===== src/rtl/core/scl_fifo.sv =====
// Small synchronous queue with push/full and pop/empty sides.
// Generic; no package dependency.
`default_nettype none

module scl_fifo #(
  parameter int WIDTH = 8,
  parameter int DEPTH = 2
) (
  input  logic             clk_i,
  input  logic             rst_ni,
  input  logic             push_i,
  input  logic [WIDTH-1:0] data_i,
  output logic             full_o,
  input  logic             pop_i,
  output logic [WIDTH-1:0] data_o,
  output logic             empty_o
);

  localparam int PW = (DEPTH > 1) ? $clog2(DEPTH) : 1;
  localparam int CW = $clog2(DEPTH + 1);

  logic [WIDTH-1:0] mem_q [DEPTH];
  logic [PW-1:0]    wr_q, wr_d, rd_q, rd_d;
  logic [CW-1:0]    cnt_q, cnt_d;
  logic             do_push, do_pop;

  assign full_o  = (cnt_q == CW'(DEPTH));
  assign empty_o = (cnt_q == '0);
  assign do_push = push_i && !full_o;
  assign do_pop  = pop_i && !empty_o;
  assign data_o  = mem_q[rd_q];

  always_comb begin
    wr_d  = wr_q;
    rd_d  = rd_q;
    cnt_d = cnt_q;
    if (do_push) begin
      wr_d = (wr_q == PW'(DEPTH - 1)) ? '0 : wr_q + 1'b1;
    end
    if (do_pop) begin
      rd_d = (rd_q == PW'(DEPTH - 1)) ? '0 : rd_q + 1'b1;
    end
    if (do_push && !do_pop) begin
      cnt_d = cnt_q + 1'b1;
    end else if (do_pop && !do_push) begin
      cnt_d = cnt_q - 1'b1;
    end
  end

  always_ff @(posedge clk_i or negedge rst_ni) begin
    if (!rst_ni) begin
      wr_q  <= '0;
      rd_q  <= '0;
      cnt_q <= '0;
    end else begin
      wr_q  <= wr_d;
      rd_q  <= rd_d;
      cnt_q <= cnt_d;
    end
  end

  always_ff @(posedge clk_i) begin
    if (do_push) begin
      mem_q[wr_q] <= data_i;
    end
  end

endmodule

`default_nettype wire


===== config.mk =====
export PLATFORM = sky130hd
export DESIGN_NAME = scl_fifo
export DESIGN_NICKNAME = d
export VERILOG_FILES = /design/src/rtl/core/scl_fifo.sv
export SDC_FILE = /design/constraint.sdc
export NUM_CORES = 1
export LEC_CHECK = 0
export CAP_MARGIN = 20
export CORE_UTILIZATION = 60
export DETAILED_ROUTE_END_ITERATION = 6
export DONT_BUFFER_PORTS = 1
export PLACE_DENSITY = 0.81
export SYNTH_ARGS = -nofsm -noshare
export SYNTH_HDL_FRONTEND = slang
export SYNTH_SLANG_ARGS = --single-unit
export TNS_END_PERCENT = 20

===== constraint.sdc =====
create_clock -name clk_i -period 2.9 [get_ports clk_i]
set_clock_uncertainty 0.2 [all_clocks]
set_input_delay 0.145 -clock clk_i [delete_from_list [all_inputs] [get_ports clk_i]]
set_output_delay 0.145 -clock clk_i [all_outputs]
set_load 0.05 [all_outputs]

==> results_tabular.tex <==
\begin{tabular}{lr}
\hline
Metric & Value \\
\hline
\multicolumn{2}{l}{\textbf{Cells and area}} \\
\quad Layout cells sized above 1 & 0.119 \\
\quad Area of the multi-input gates & 189 um\^{}2 \\
\quad Finished Core Util & 0.814 \\
\quad Seq. cell area & 581 um\^{}2 \\
\quad Layout area overhead & 20.3\% \\
\quad Fillers & 54 \\
\quad Count of antenna diodes in the layout & 0 \\
\quad Layout net count & 73 \\
\multicolumn{2}{l}{\textbf{CTS}} \\
\quad Post-CTS Hold Buffers & 12 \\
\quad Max Root-Sink Buffers & 2 \\
\quad Post-CTS Resized & 0 \\
\quad Worst-Skew Late Latency & 0.30 ns \\
\quad Number of H-tree levels & 1 \\
\quad TritonCTS clock tree & built \\
\quad Root Buffer & sky130\_fd\_sc\_hd\_\_clkbuf\_4 \\
\quad \# clock sinks & 20 \\
\quad CTS clk-pin slew, worst paths & 0.10 ns \\
\quad Number of buffers created by CTS & 3 \\
\quad Post-CTS repair timing setup buffer count & 0 \\
\multicolumn{2}{l}{\textbf{Power and ir drop}} \\
\quad Switching power & 0.490 mW \\
\quad Switching fraction of total power & 0.462 \\
\quad Leak Pwr & 0.355 nW \\
\quad Peak ir drop on the vdd network & 820 uV \\
\quad Total design power & 1.06 mW \\
\quad Power density cells & 1130 nW/um\^{}2 \\
\quad Sequential power share & 0.447 \\
\quad Internal power & 0.571 mW \\
\quad Combinational share of power & 0.427 \\
\quad Clock share of power & 0.126 \\
\multicolumn{2}{l}{\textbf{STA}} \\
\quad Ratio of final minimum period to clock period & 0.645 \\
\quad Number of max-slew violations in the final report & 0 \\
\quad Worst slew pin tran & 0.878 ns \\
\quad Highest achievable clock rate & 535 MHz \\
\quad Max-slew headroom at the worst pin & 0.413 \\
\quad Setup TNS & 0 ns \\
\quad Number of hold-slack violations in the final timing report & 0 \\
\quad RSZ-0062 raised after global routing & false \\
\quad Endpoints failing setup & 0 \\
\quad Crit path time final & 1.87 ns \\
\multicolumn{2}{l}{\textbf{Setup path}} \\
\quad Register-to-Register Setup Slack & 1.03 ns \\
\quad Data required, critical path & 2.64 ns \\
\quad Endpoint type of the worst setup path & flop \\
\quad CP arrival & 1.61 ns \\
\quad Type of the setup path with the least slack & reg -> reg \\
\quad Critical Path Source Type & flop \\
\quad Largest fanout on the critical path & 8 \\
\multicolumn{2}{l}{\textbf{Drt}} \\
\quad Antenna Nets Post-Route & 0 \\
\quad DRT Pass-1 Iters & 4 \\
\quad Detailed-route wire length & 1.42 mm \\
\quad Vias & 407 \\
\quad WL per Instance & 19.4 um \\
\quad Iteration-0 DRC count of the detailed router & 2 \\
\quad Post-route DRC & 0 \\
\quad Via/cell ratio & 5.58 \\
\multicolumn{2}{l}{\textbf{Synthesis}} \\
\quad Number of unique standard cell types used by synthesis & 15 \\
\quad Post-Synthesis Net Count & 57 \\
\quad Syn. warnings & 0 \\
\quad Flop and latch count out of synthesis & 20 \\
\quad Sequential fraction of the synthesis area & 0.742 \\
\quad Average cell area after synthesis & 17.8 um\^{}2 \\
\quad Gate count of the mapped netlist & 44 \\
\quad Area of the mapped netlist & 782 um\^{}2 \\
\multicolumn{2}{l}{\textbf{GRT}} \\
\quad Gr ovfl total & 0 \\
\quad Number of antenna violations at the first check in global routing & 0 \\
\quad Largest net degree at the start of global routing & 12 \\
\quad GR Util All Layers & 0.241 \\
\quad Vias in the first global route & 439 \\
\quad Wire length of the first global-routing pass & 2.03 mm \\
\multicolumn{2}{l}{\textbf{Min path}} \\
\quad Worst hold-check path type & in -> reg \\
\multicolumn{2}{l}{\textbf{Floorplanning}} \\
\quad Initial standard-cell utilization of the core & 0.676 \\
\quad Ports & 22 \\
\quad Die X-Extent & 38.1 um \\
\quad Die Footprint & 1450 um\^{}2 \\
\quad Vertical extent of the die & 38.1 um \\
\quad Row count & 12 \\
\quad Area of the placeable core & 1160 um\^{}2 \\
\multicolumn{2}{l}{\textbf{Placed design}} \\
\quad Number of input and output port buffers inserted & 0 \\
\quad Detail Placement HPWL & 655 um \\
\quad Routability congestion estimate & 0.670 \\
\multicolumn{2}{l}{\textbf{Outcome}} \\
\quad Status & completed \\
\multicolumn{2}{l}{\textbf{Job}} \\
\quad Max-capacitance violation count & 0 \\
\hline
\end{tabular}
per-layer routing:
metal  vias to the layer above  track usage  wire, um
met4                         0        0.143        48
met1                       192        0.230       495
li1                        189            -         -
met2                        19        0.419       765
met5                         -            0         0
met3                         7        0.105       107
worst paths after layout:
kind,from,to,depth (start not counted)
max,cnt_q[0],mem_q[0][5],3
min in group asynchronous,rst_ni,cnt_q[0],2
min,push_i,mem_q[1][2],1
min reg2reg,cnt_q[1],cnt_q[1],1
max reg2reg,cnt_q[0],mem_q[0][5],3
max in group asynchronous,rst_ni,wr_q,2
sequential cells by signal (all words and copies together) (netlist names):
register,flops
wr_q,1
rd_q,1
cnt_q,2
mem_q,16
worst max-delay path: stages (launching register included):
cell and delay, ns:
sky130_fd_sc_hd__dfrtp_1 0.46, sky130_fd_sc_hd__nand2b_1 0.20, sky130_fd_sc_hd__nand2_2 0.11, sky130_fd_sc_hd__nor2_1 0.54
placed cells by master, fill, tap and decap left out:
| cell type | Yosys | layout |
|---|---|---|
| sky130_fd_sc_hd__dlygate4sd3_1 | 0 | 12 |
| sky130_fd_sc_hd__nor2_1 | 3 | 3 |
| sky130_fd_sc_hd__nand2_2 | 1 | 1 |
| sky130_fd_sc_hd__inv_1 | 2 | 2 |
| sky130_fd_sc_hd__xor2_1 | 2 | 2 |
| sky130_fd_sc_hd__dfrtp_1 | 4 | 4 |
| sky130_fd_sc_hd__clkbuf_4 | 0 | 3 |
| sky130_fd_sc_hd__nand2b_1 | 1 | 1 |
| sky130_fd_sc_hd__and3_1 | 1 | 1 |
| sky130_fd_sc_hd__o21ai_1 | 1 | 1 |
| sky130_fd_sc_hd__xnor2_1 | 2 | 2 |
| sky130_fd_sc_hd__mux2_1 | 6 | 6 |
| sky130_fd_sc_hd__ha_1 | 1 | 1 |
| sky130_fd_sc_hd__clkbuf_1 | 0 | 1 |
| sky130_fd_sc_hd__xnor2_2 | 1 | 1 |
| sky130_fd_sc_hd__mux2_2 | 2 | 2 |
| sky130_fd_sc_hd__edfxtp_1 | 16 | 16 |
layout make-up:
class | instances | area share
Sequential cell | 20 | 0.617
Multi-Input combinational cell | 21 | 0.201
Clock buffer | 4 | 0.0279
Inverter | 2 | 0.00798
Timing Repair Buffer | 12 | 0.128
Tap cell | 14 | 0.0186
power groups by stage:
stage	clock, mW	combinational (mW)	sequential (mW)
global route	0.141	0.473	0.480
CTS	0.128	0.443	0.465
finish	0.133	0.453	0.474
detailed placement	0	0.426	0.471
global placement	0	0.420	0.464
floorplan	0	0.425	0.437
cells by family (layout without fill, tap and decap cells):
kind of cell / count (synthesis) / after routing / share of synthesized area
DFF: 20 / 20 / 0.742
muxes: 8 / 8 / 0.115
and+or+nand+nor: 6 / 6 / 0.0384
xor gates and xnor gates: 5 / 5 / 0.0656
buffers and inverters: 3 / 18 / 0.0160
adders and majority gates: 1 / 1 / 0.0160
AOI/OAI and AO/OA: 1 / 1 / 0.00639
synthesized netlist by cell type:
cell	number	area, um^2
sky130_fd_sc_hd__xnor2_2	1	16.3
sky130_fd_sc_hd__xor2_1	2	17.5
sky130_fd_sc_hd__mux2_1	6	67.6
sky130_fd_sc_hd__inv_1	2	7.51
sky130_fd_sc_hd__dfrtp_1	4	100
sky130_fd_sc_hd__ha_1	1	12.5
sky130_fd_sc_hd__mux2_2	2	22.5
sky130_fd_sc_hd__xnor2_1	2	17.5
sky130_fd_sc_hd__buf_2	1	5.00
sky130_fd_sc_hd__nand2b_1	1	6.26
sky130_fd_sc_hd__nor2_1	3	11.3
sky130_fd_sc_hd__edfxtp_1	16	480
sky130_fd_sc_hd__nand2_2	1	6.26
sky130_fd_sc_hd__and3_1	1	6.26
sky130_fd_sc_hd__o21ai_1	1	5.00
metrics by stage:
stage | hold slack, ns | worst slack (ns) | area [um^2] | std cells
6_report | 0.0928 | 1.03 | 941 | 73
4_1_cts | 0.116 | 1.09 | 941 | 73
3_3_place_gp | -0.351 | 1.18 | 795 | 57
5_1_grt | 0.109 | 0.946 | 941 | 73
2_1_floorplan | -0.351 | 1.31 | 782 | 44
3_5_place_dp | -0.351 | 1.11 | 795 | 57
No activity file was read; power rests on OpenSTA's default activity.
