File: config.mk
export PLATFORM = sky130hd
export DESIGN_NAME = scl_front
export DESIGN_NICKNAME = d
export VERILOG_FILES = /design/src/rtl/core/scl_pkg.sv /design/src/rtl/core/scl_front.sv
export SDC_FILE = /design/constraint.sdc
export NUM_CORES = 1
export LEC_CHECK = 0
export BUFFER_PORTS_ARGS = -buffer_cell sky130_fd_sc_hd__buf_4
export CORE_MARGIN = 2
export CORE_UTILIZATION = 35
export DETAILED_ROUTE_END_ITERATION = 12
export GPL_ROUTABILITY_DRIVEN = 1
export GPL_TIMING_DRIVEN = 1
export REMOVE_ABC_BUFFERS = 1
export SYNTH_ARGS = -nofsm -noshare
export SYNTH_HDL_FRONTEND = slang
export SYNTH_SLANG_ARGS = --single-unit
File: constraint.sdc
create_clock -name vclk -period 3.9
set_input_delay 0.195 -clock vclk [all_inputs]
set_output_delay 0.195 -clock vclk [all_outputs]
set_load 0.01 [all_outputs]
File: src/rtl/core/scl_pkg.sv
// Shared types and constants for the set-associative LRU cache model.
// Used by every module under rtl/core but scl_fifo; depends on nothing.
`default_nettype none

package scl_pkg;

  localparam int MAX_SET_BITS_DEF = 6;
  localparam int MAX_WAYS_DEF     = 8;
  localparam int ADDR_W           = 32;
  localparam int APB_ADDR_W       = 4;

  // Access kinds; the fourth code makes no access.
  localparam logic [1:0] CMD_LOAD   = 2'd0;
  localparam logic [1:0] CMD_STORE  = 2'd1;
  localparam logic [1:0] CMD_MODIFY = 2'd2;

  // Register byte addresses.
  localparam logic [APB_ADDR_W-1:0] REG_SET_BITS    = 4'h0;
  localparam logic [APB_ADDR_W-1:0] REG_WAYS_IN_USE = 4'h4;
  localparam logic [APB_ADDR_W-1:0] REG_OFFSET_BITS = 4'h8;

  typedef struct packed {
    logic [2:0] set_bits;
    logic [3:0] ways_in_use;
    logic [4:0] offset_bits;
  } cfg_t;

  typedef struct packed {
    logic [1:0]        command;
    logic [ADDR_W-1:0] address;
  } item_t;

  typedef struct packed {
    logic        first_hit;
    logic        first_eviction;
    logic        second_done;
    logic [31:0] hit_total;
    logic [31:0] miss_total;
    logic [31:0] eviction_total;
  } result_t;

endpackage

`default_nettype wire

File: src/rtl/core/scl_front.sv
// Front end: splits an accepted address into set index and tag.
// Depends on scl_pkg.
`default_nettype none

module scl_front #(
  parameter int MAX_SET_BITS = scl_pkg::MAX_SET_BITS_DEF,
  parameter int SET_W        = (MAX_SET_BITS > 0) ? MAX_SET_BITS : 1
) (
  input  scl_pkg::cfg_t             cfg_i,
  input  scl_pkg::item_t            item_i,
  output logic [1:0]                cmd_o,
  output logic [SET_W-1:0]          set_o,
  output logic [scl_pkg::ADDR_W-1:0] tag_o
);

  logic [2:0]                 s_eff;
  logic [5:0]                 sb;
  logic [scl_pkg::ADDR_W-1:0] shifted;
  logic [SET_W-1:0]           msk;

  always_comb begin
    // Saturate the set width to what the storage holds.
    s_eff = (32'(cfg_i.set_bits) > MAX_SET_BITS) ? 3'(MAX_SET_BITS) : cfg_i.set_bits;
    sb    = 6'(s_eff) + 6'(cfg_i.offset_bits);
    for (int i = 0; i < SET_W; i++) begin
      msk[i] = (i < 32'(s_eff));
    end
    shifted = item_i.address >> cfg_i.offset_bits;
    set_o   = SET_W'(shifted) & msk;
    tag_o   = (sb < 6'(scl_pkg::ADDR_W)) ? (item_i.address >> sb) : '0;
    cmd_o   = item_i.command;
  end

endmodule

`default_nettype wire

==> summary.txt, run 1 <==
Finish
  • Num sequential: 0
  • Count of clock buffers in the final design: 0
  • Layout cell share with drive strength beyond 1: around 29%
  • Antenna diode instance count: 0
  • Top library cells by usage in the layout, fill and taps aside: buf_4 (94), mux2i_1 (88), nor2_1 (30)
  • Filler-free cell count of the finished design: between 500 and 600
  • Area of all sequential standard cells: 0 µm²
  • Net count reported at finish: between 500 and 600
  • Most frequent standard cell in the layout excluding fill and tap cells: buf_4
  • Synthesis-to-finish area growth: 21.1%

Worst hold path
  • Type of the worst min-delay path: input pin to primary output
  • End of the worst hold path: cmd_o[0]
  • Number of instances on the worst hold path: 0
  • Worst hold path startpoint: item_i[32]

Floorplan
  • Core ar.: just under 9000 µm²
  • # rows: 34
  • Area of the die: between 9000 and 10000 µm²
  • DIE WIDTH: 99.0 µm
  • Starting Density: 36.3%
  • Die Ht: 99.0 µm
  • # IOs: 86

Clock network
  • CTS resizes: 0

Placement
  • GPL Wtd Cong: roughly 0.97
  • DP Wirelength: approximately 9.2 mm
  • Number of buffers added on ports: 78
  • Cell total after placement: between 500 and 600

Synthesis
  • Warnings from Yosys: 0
  • Cell area after synthesis: 3160 µm²
  • Share of the yosys chip area belonging to registers: 0%
  • Gate count after technology mapping: slightly above 400
  • Post-synthesis cell type count: between 60 and 70
  • Post-Syn Area per Cell: ~7.7 µm²

Detailed routing
  • Number of search-and-repair iterations in the first detailed-routing pass: 4
  • Via count of the routed design: 3601
  • Average routed wire per standard cell: ~20 µm
  • Total Wirelength: between 10 and 15 mm
  • Post-detailed-route via-to-cell ratio: 6.26
  • Iter 0 DRT Violations: about 210
  • Remaining DRCs: 0
  • Residual antenna-violating net count after detailed routing: 0

Timing
  • Setup repair after global routing missed its margin: no
  • Post-Route Setup TNS: 0 ns
  • Total count of max-transition violations in the final report: 0
  • Tightest Pin Transition: approximately 0.8 ns
  • Maximum frequency from static timing analysis: between 200 and 300 MHz
  • Final period utilization: 92.9%
  • Post-layout minimum cycle time: around 3.6 ns
  • Final number of hold-violating endpoints: 0
  • Setup Viol. Count Final: 0
  • Relative slew slack: 45.5%

Setup path
  • Worst-path fanout max: 30
  • Req. time, crit path: about 3.7 ns
  • Crit path kind: input pin to primary output
  • Data arrival time of the worst path: 3.43 ns
  • Crit. End Element: primary output
  • Kind of start point of the critical path: input pin

GRT
  • Combined global-route utilization of all metal layers: roughly 23%
  • Remaining global-route overflow: 0
  • Pin count of the biggest net entering global routing: between 50 and 60
  • Via count of the first global-routing pass: ~3.4k
  • Antenna violations before repair: 0
  • Global-route wire length before repair: roughly 18 mm

Power
  • Worst VDD drop: ~0.00015 V
  • Static Leakage: roughly 0.0017 µW
  • PwrDens: ~240 nW/µm²

Run status
  • Outcome: completed

Flow run
  • Count of maximum capacitance violations: 0
## cells in the mapped netlist (all sizes together) (4+ instances only)
cell / instances / area (µm²)
clkbuf: 14 / 52.6
o22ai: 6 / 37.5
mux2i: 88 / 881
nand2: 28 / 105
a211oi: 14 / 110
a21oi: 24 / 120
o21ai: 12 / 60.1
and3: 6 / 37.5
nor2b: 12 / 75.1
inv: 7 / 26.3
nor2: 31 / 119
a221oi: 9 / 85.1
mux2: 9 / 105
o221ai: 4 / 35.0
o211ai: 4 / 30.0
nand2b: 5 / 31.3
nand3: 11 / 55.1
buf: 26 / 148
nor3: 13 / 65.1
o21a: 5 / 37.5
mux4: 15 / 338
or2: 4 / 25.0
and2: 6 / 37.5
a211o: 6 / 52.6
## worst max-delay path by stage
stage	cells past startpoint	to	slack (ns)	start
after global placement	13	tag_o[4]	0.28	cfg_i[11]
after CTS	13	tag_o[4]	0.20	cfg_i[11]
final	13	tag_o[4]	0.28	cfg_i[10]
after global routing	13	tag_o[4]	0.06	cfg_i[10]
after floorplan	10	tag_o[4]	-0.85	cfg_i[9]
after detailed placement	13	tag_o[4]	0.20	cfg_i[11]
## metal layers
metal | wire length [µm] | track usage, %
met4 | 196 | 4.21
met3 | 607 | 1.42
met1 | 5300 | 32.1
met5 | 0 | 0
met2 | 5580 | 38.1
## per-stage QoR
stage / setup WS [ns] / cell area [µm²] / hold WS, ns / total power [µW] / utilization, %
2_1_floorplan: -0.855 / 2960 / 0.390 / 575 / -
3_3_place_gp: 0.280 / 3810 / 0.390 / 916 / 43.7
3_5_place_dp: 0.204 / 3810 / 0.390 / 922 / 43.7
4_1_cts: 0.195 / 3810 / 0.390 / 927 / 43.7
5_1_grt: 0.0638 / 3830 / 0.390 / 1010 / 43.9
6_report: 0.278 / 3830 / 0.390 / 938 / 43.9
## kinds of logic after synthesis
| group | share of synthesized area [%] |
|---|---|
| AND/OR/NAND/NOR | 20.6 |
| AO/OA/AOI/OAI | 26.4 |
| multiplexers | 41.9 |
| buffers and inverters | 7.40 |
| XOR/XNOR | 1.94 |
| adder cells (fa/ha/maj) | 1.82 |
## critical path, stage by stage
cell and delay, ns:
buf_4 0.15, a21boi_4 0.24, ha_1 0.26, inv_1 0.07
fa_1 0.48, xnor2_2 0.22, buf_12 0.23, mux2i_1 0.33
mux2i_1 0.21, mux2i_1 0.27, nor3_1 0.07, or4_1 0.52
buf_4 0.16
## where the power goes
group	internal (µW)	switching, µW
Sequential	0	0
Combinational	420	518
Clock	0	0
Total	420	518
## layout make-up
cell class	instances	area (µm²)
fillers	906	4890
multi-input cells	363	2940
repair buffers	95	726
well taps	108	135
inverters	9	33.8
## timing repair
action,in CTS,in global routing
buffers inserted,0,3
hold buffers,0,0
endpoints found under the setup margin,0,1
No activity file was read; power rests on OpenSTA's default activity.
==> run 2: changes to the inputs <==
--- a/config.mk
+++ b/config.mk
@@ -7,7 +7,7 @@
 export LEC_CHECK = 0
 export BUFFER_PORTS_ARGS = -buffer_cell sky130_fd_sc_hd__buf_4
 export CORE_MARGIN = 2
-export CORE_UTILIZATION = 35
+export CORE_UTILIZATION = 40
 export DETAILED_ROUTE_END_ITERATION = 12
 export GPL_ROUTABILITY_DRIVEN = 1
 export GPL_TIMING_DRIVEN = 1
==> run 2 against run 1 <==
Compared with the run above:
- routed wire length fell by 1.5%
- sequential share of layout area did not move
- largest cell class unchanged
- combinational power fell by 1%
- total power fell by 0.95%
- critical path depth did not move
==> summary.txt, run 2 (synthesis gave the netlist of run 1 again) <==
Floorplan
  • Core ar.: 7690 µm² (-12%)
  • Area of the die: 8630 µm² (-12%)
  • # rows: 32 (-5.9%)
  • Die Ht: 92.9 µm (-6.2%)
  • Starting Density: 41.1% (+4.9 points)
  • DIE WIDTH: 92.9 µm (-6.2%)
  • # IOs: 86 (unchanged)

GRT
  • Combined global-route utilization of all metal layers: 25.7% (+3.1 points)
  • Via count of the first global-routing pass: 3429 (+0.029%)
  • Antenna violations before repair: 0 (unchanged)
  • Remaining global-route overflow: 0 (unchanged)
  • Global-route wire length before repair: 18.2 mm (-1.1%)
  • Pin count of the biggest net entering global routing: 44 (-17%)

Finish
  • Number of inserted filler cells in the final layout: 797 (-12%)
  • Count of clock buffers in the final design: 0 (unchanged)
  • Synthesis-to-finish area growth: 19.7%
  • Antenna diode instance count: 0 (unchanged)
  • Layout cell share with drive strength beyond 1: 27.9% (-0.77 points)
  • Area occupied by multi-input gates: 2940 µm² (unchanged)
  • Num sequential: 0 (unchanged)
  • Top library cells by usage in the layout, fill and taps aside: buf_4 (89), mux2i_1 (88), nor2_1 (30)
  • Most frequent standard cell in the layout excluding fill and tap cells: buf_4
  • Net count reported at finish: 514 (-0.96%)
  • Post-layout util: 49.2% (+5.3 points)
  • Area of all sequential standard cells: 0 µm² (unchanged)
  • Layout Cell Area excl Fill: 3780 µm² (-1.2%)

Timing
  • Post-layout minimum cycle time: 3.49 ns (-0.132 ns)
  • Post-layout worst setup margin: 0.410 ns (+0.132 ns)
  • Final period utilization: 89.5% (-3.4 points)
  • Final number of hold-violating endpoints: 0 (unchanged)
  • Setup Viol. Count Final: 0 (unchanged)
  • Total count of max-transition violations in the final report: 0 (unchanged)
  • Maximum frequency from static timing analysis: 287 MHz (+3.8%)
  • Setup repair after global routing missed its margin: no
  • Tightest Pin Transition: 0.631 ns (-0.175 ns)
  • Relative slew slack: 57.9% (+12 points)

Setup path
  • Kind of start point of the critical path: input pin
  • Crit path kind: input pin to primary output
  • Req. time, crit path: 3.70 ns (about the same)
  • Worst-path fanout max: 30 (unchanged)
  • Cells along the critical path: buf_4 > a21boi_4 > ha_1 > inv_1 > fa_1 > xnor2_2 > buf_12 > mux2i_1 > mux2i_1 > mux2i_1 > nor3_1 > or4_1 > buf_4
  • Critical-path cell with the highest stage delay: or4_1
  • Maximum single-stage delay on the critical path: 0.51 ns (about the same)
  • Cell type with the highest occurrence count on the critical path: mux2i_1
  • Data arrival time of the worst path: 3.30 ns (-0.13 ns)
  • Crit. End Element: primary output

Worst hold path
  • Worst hold path startpoint: item_i[32]
  • End of the worst hold path: cmd_o[0]
  • Type of the worst min-delay path: input pin to primary output
  • Number of instances on the worst hold path: 0 (unchanged)

Placement
  • DP Wirelength: 9.16 mm (-0.92%)
  • Cell area reported after detailed placement: 3780 µm² (-0.59%)
  • Worst slack after detailed placement: 0.448 ns (+0.244 ns)
  • Number of buffers added on ports: 78 (unchanged)
  • GPL Wtd Cong: 0.942 (-2.8%)

Power
  • Reported net switching power: 516 µW (-0.35%)
  • Static Leakage: 0.00170 µW (-1.4%)
  • Sequential group share of total power: 0% (unchanged)
  • Worst VDD drop: 0.000158 V (+4.5%)
  • PwrDens: 245 nW/µm² (+0.23%)
  • Pint: 412 µW (-1.7%)
  • Final Total Pwr: 929 µW (-0.95%)
  • Power share of the clock group: 0% (unchanged)
  • Logic gate share of total power: 100.0% (about the same)
  • Switching power share of the total: 55.6% (+0.34 points)

Run status
  • Outcome: completed

Detailed routing
  • Iter 0 DRT Violations: 206 (unchanged)
  • Post-detailed-route via-to-cell ratio: 6.29 (+0.45%)
  • Number of search-and-repair iterations in the first detailed-routing pass: 4 (unchanged)
  • Total Wirelength: 11.5 mm (-1.5%)
  • Average routed wire per standard cell: 20.4 µm (+0.43%)
  • Via count of the routed design: 3548 (-1.5%)
  • Residual antenna-violating net count after detailed routing: 0 (unchanged)
  • Remaining DRCs: 0 (unchanged)

Clock network
  • Total setup buffers inserted after CTS: 0 (unchanged)
  • Number of hold buffers added after cts: 0 (unchanged)
  • CTS resizes: 0 (unchanged)

Flow run
  • Count of maximum capacitance violations: 0 (unchanged)
==> run 2: cell types whose count changed in the layout (fill, tap and decap cells not counted), sizes merged <==
cell  before  now
buf       95   90
==> run 2: power by group through the flow <==
stage	Clock (µW)	Combinational [µW]	Sequential, µW
floorplan	0	575	0
global placement	0	910	0
detailed placement	0	914	0
CTS	0	918	0
global route	0	997	0
finish	0	929	0
==> run 2: area by class of cell <==
type                       instances  area share, %
multi-input combinational        363           77.6
timing repair buffer              90           18.2
tap                              102           3.37
inverter                           9          0.893
==> run 2: through the flow <==
| stage | setup TNS (ns) | std cells | hold slack [ns] |
|---|---|---|---|
| after floorplan | -16.95 | 372 | 0.390 |
| after global placement | 0 | 564 | 0.390 |
| after detailed placement | 0 | 564 | 0.390 |
| after CTS | 0 | 564 | 0.390 |
| after global routing | 0 | 564 | 0.390 |
| final | 0 | 564 | 0.390 |
==> run 2: worst max-delay path: cells and delay by family <==
kind	cells	cell delay (ns)
adders and majority gates	2	0.69
buffers and inverters	4	0.62
and+or+nand+nor	2	0.58
muxes	3	0.81
xor gates and xnor gates	1	0.21
AOI/OAI and AO/OA	1	0.17
==> run 2: per-layer routing <==
layer | part of all wire [%] | global-route usage, % | vias to the layer above
met4 | 1.7 | 4.41 | 0
met2 | 48 | 44.8 | 124
li1 | - | - | 1707
met5 | 0 | 0 | -
met1 | 45 | 35.4 | 1703
met3 | 5.0 | 1.55 | 14
==> run 2: worst max-delay path by stage <==
stage	startpoint	endpoint	slack (ns)	cells after the start
floorplan	cfg_i[9]	tag_o[4]	-0.85	10
global placement	cfg_i[11]	tag_o[3]	0.47	13
detailed placement	cfg_i[11]	tag_o[4]	0.45	13
CTS	cfg_i[11]	tag_o[4]	0.45	13
global route	cfg_i[11]	tag_o[4]	0.21	13
finish	cfg_i[11]	tag_o[4]	0.41	13
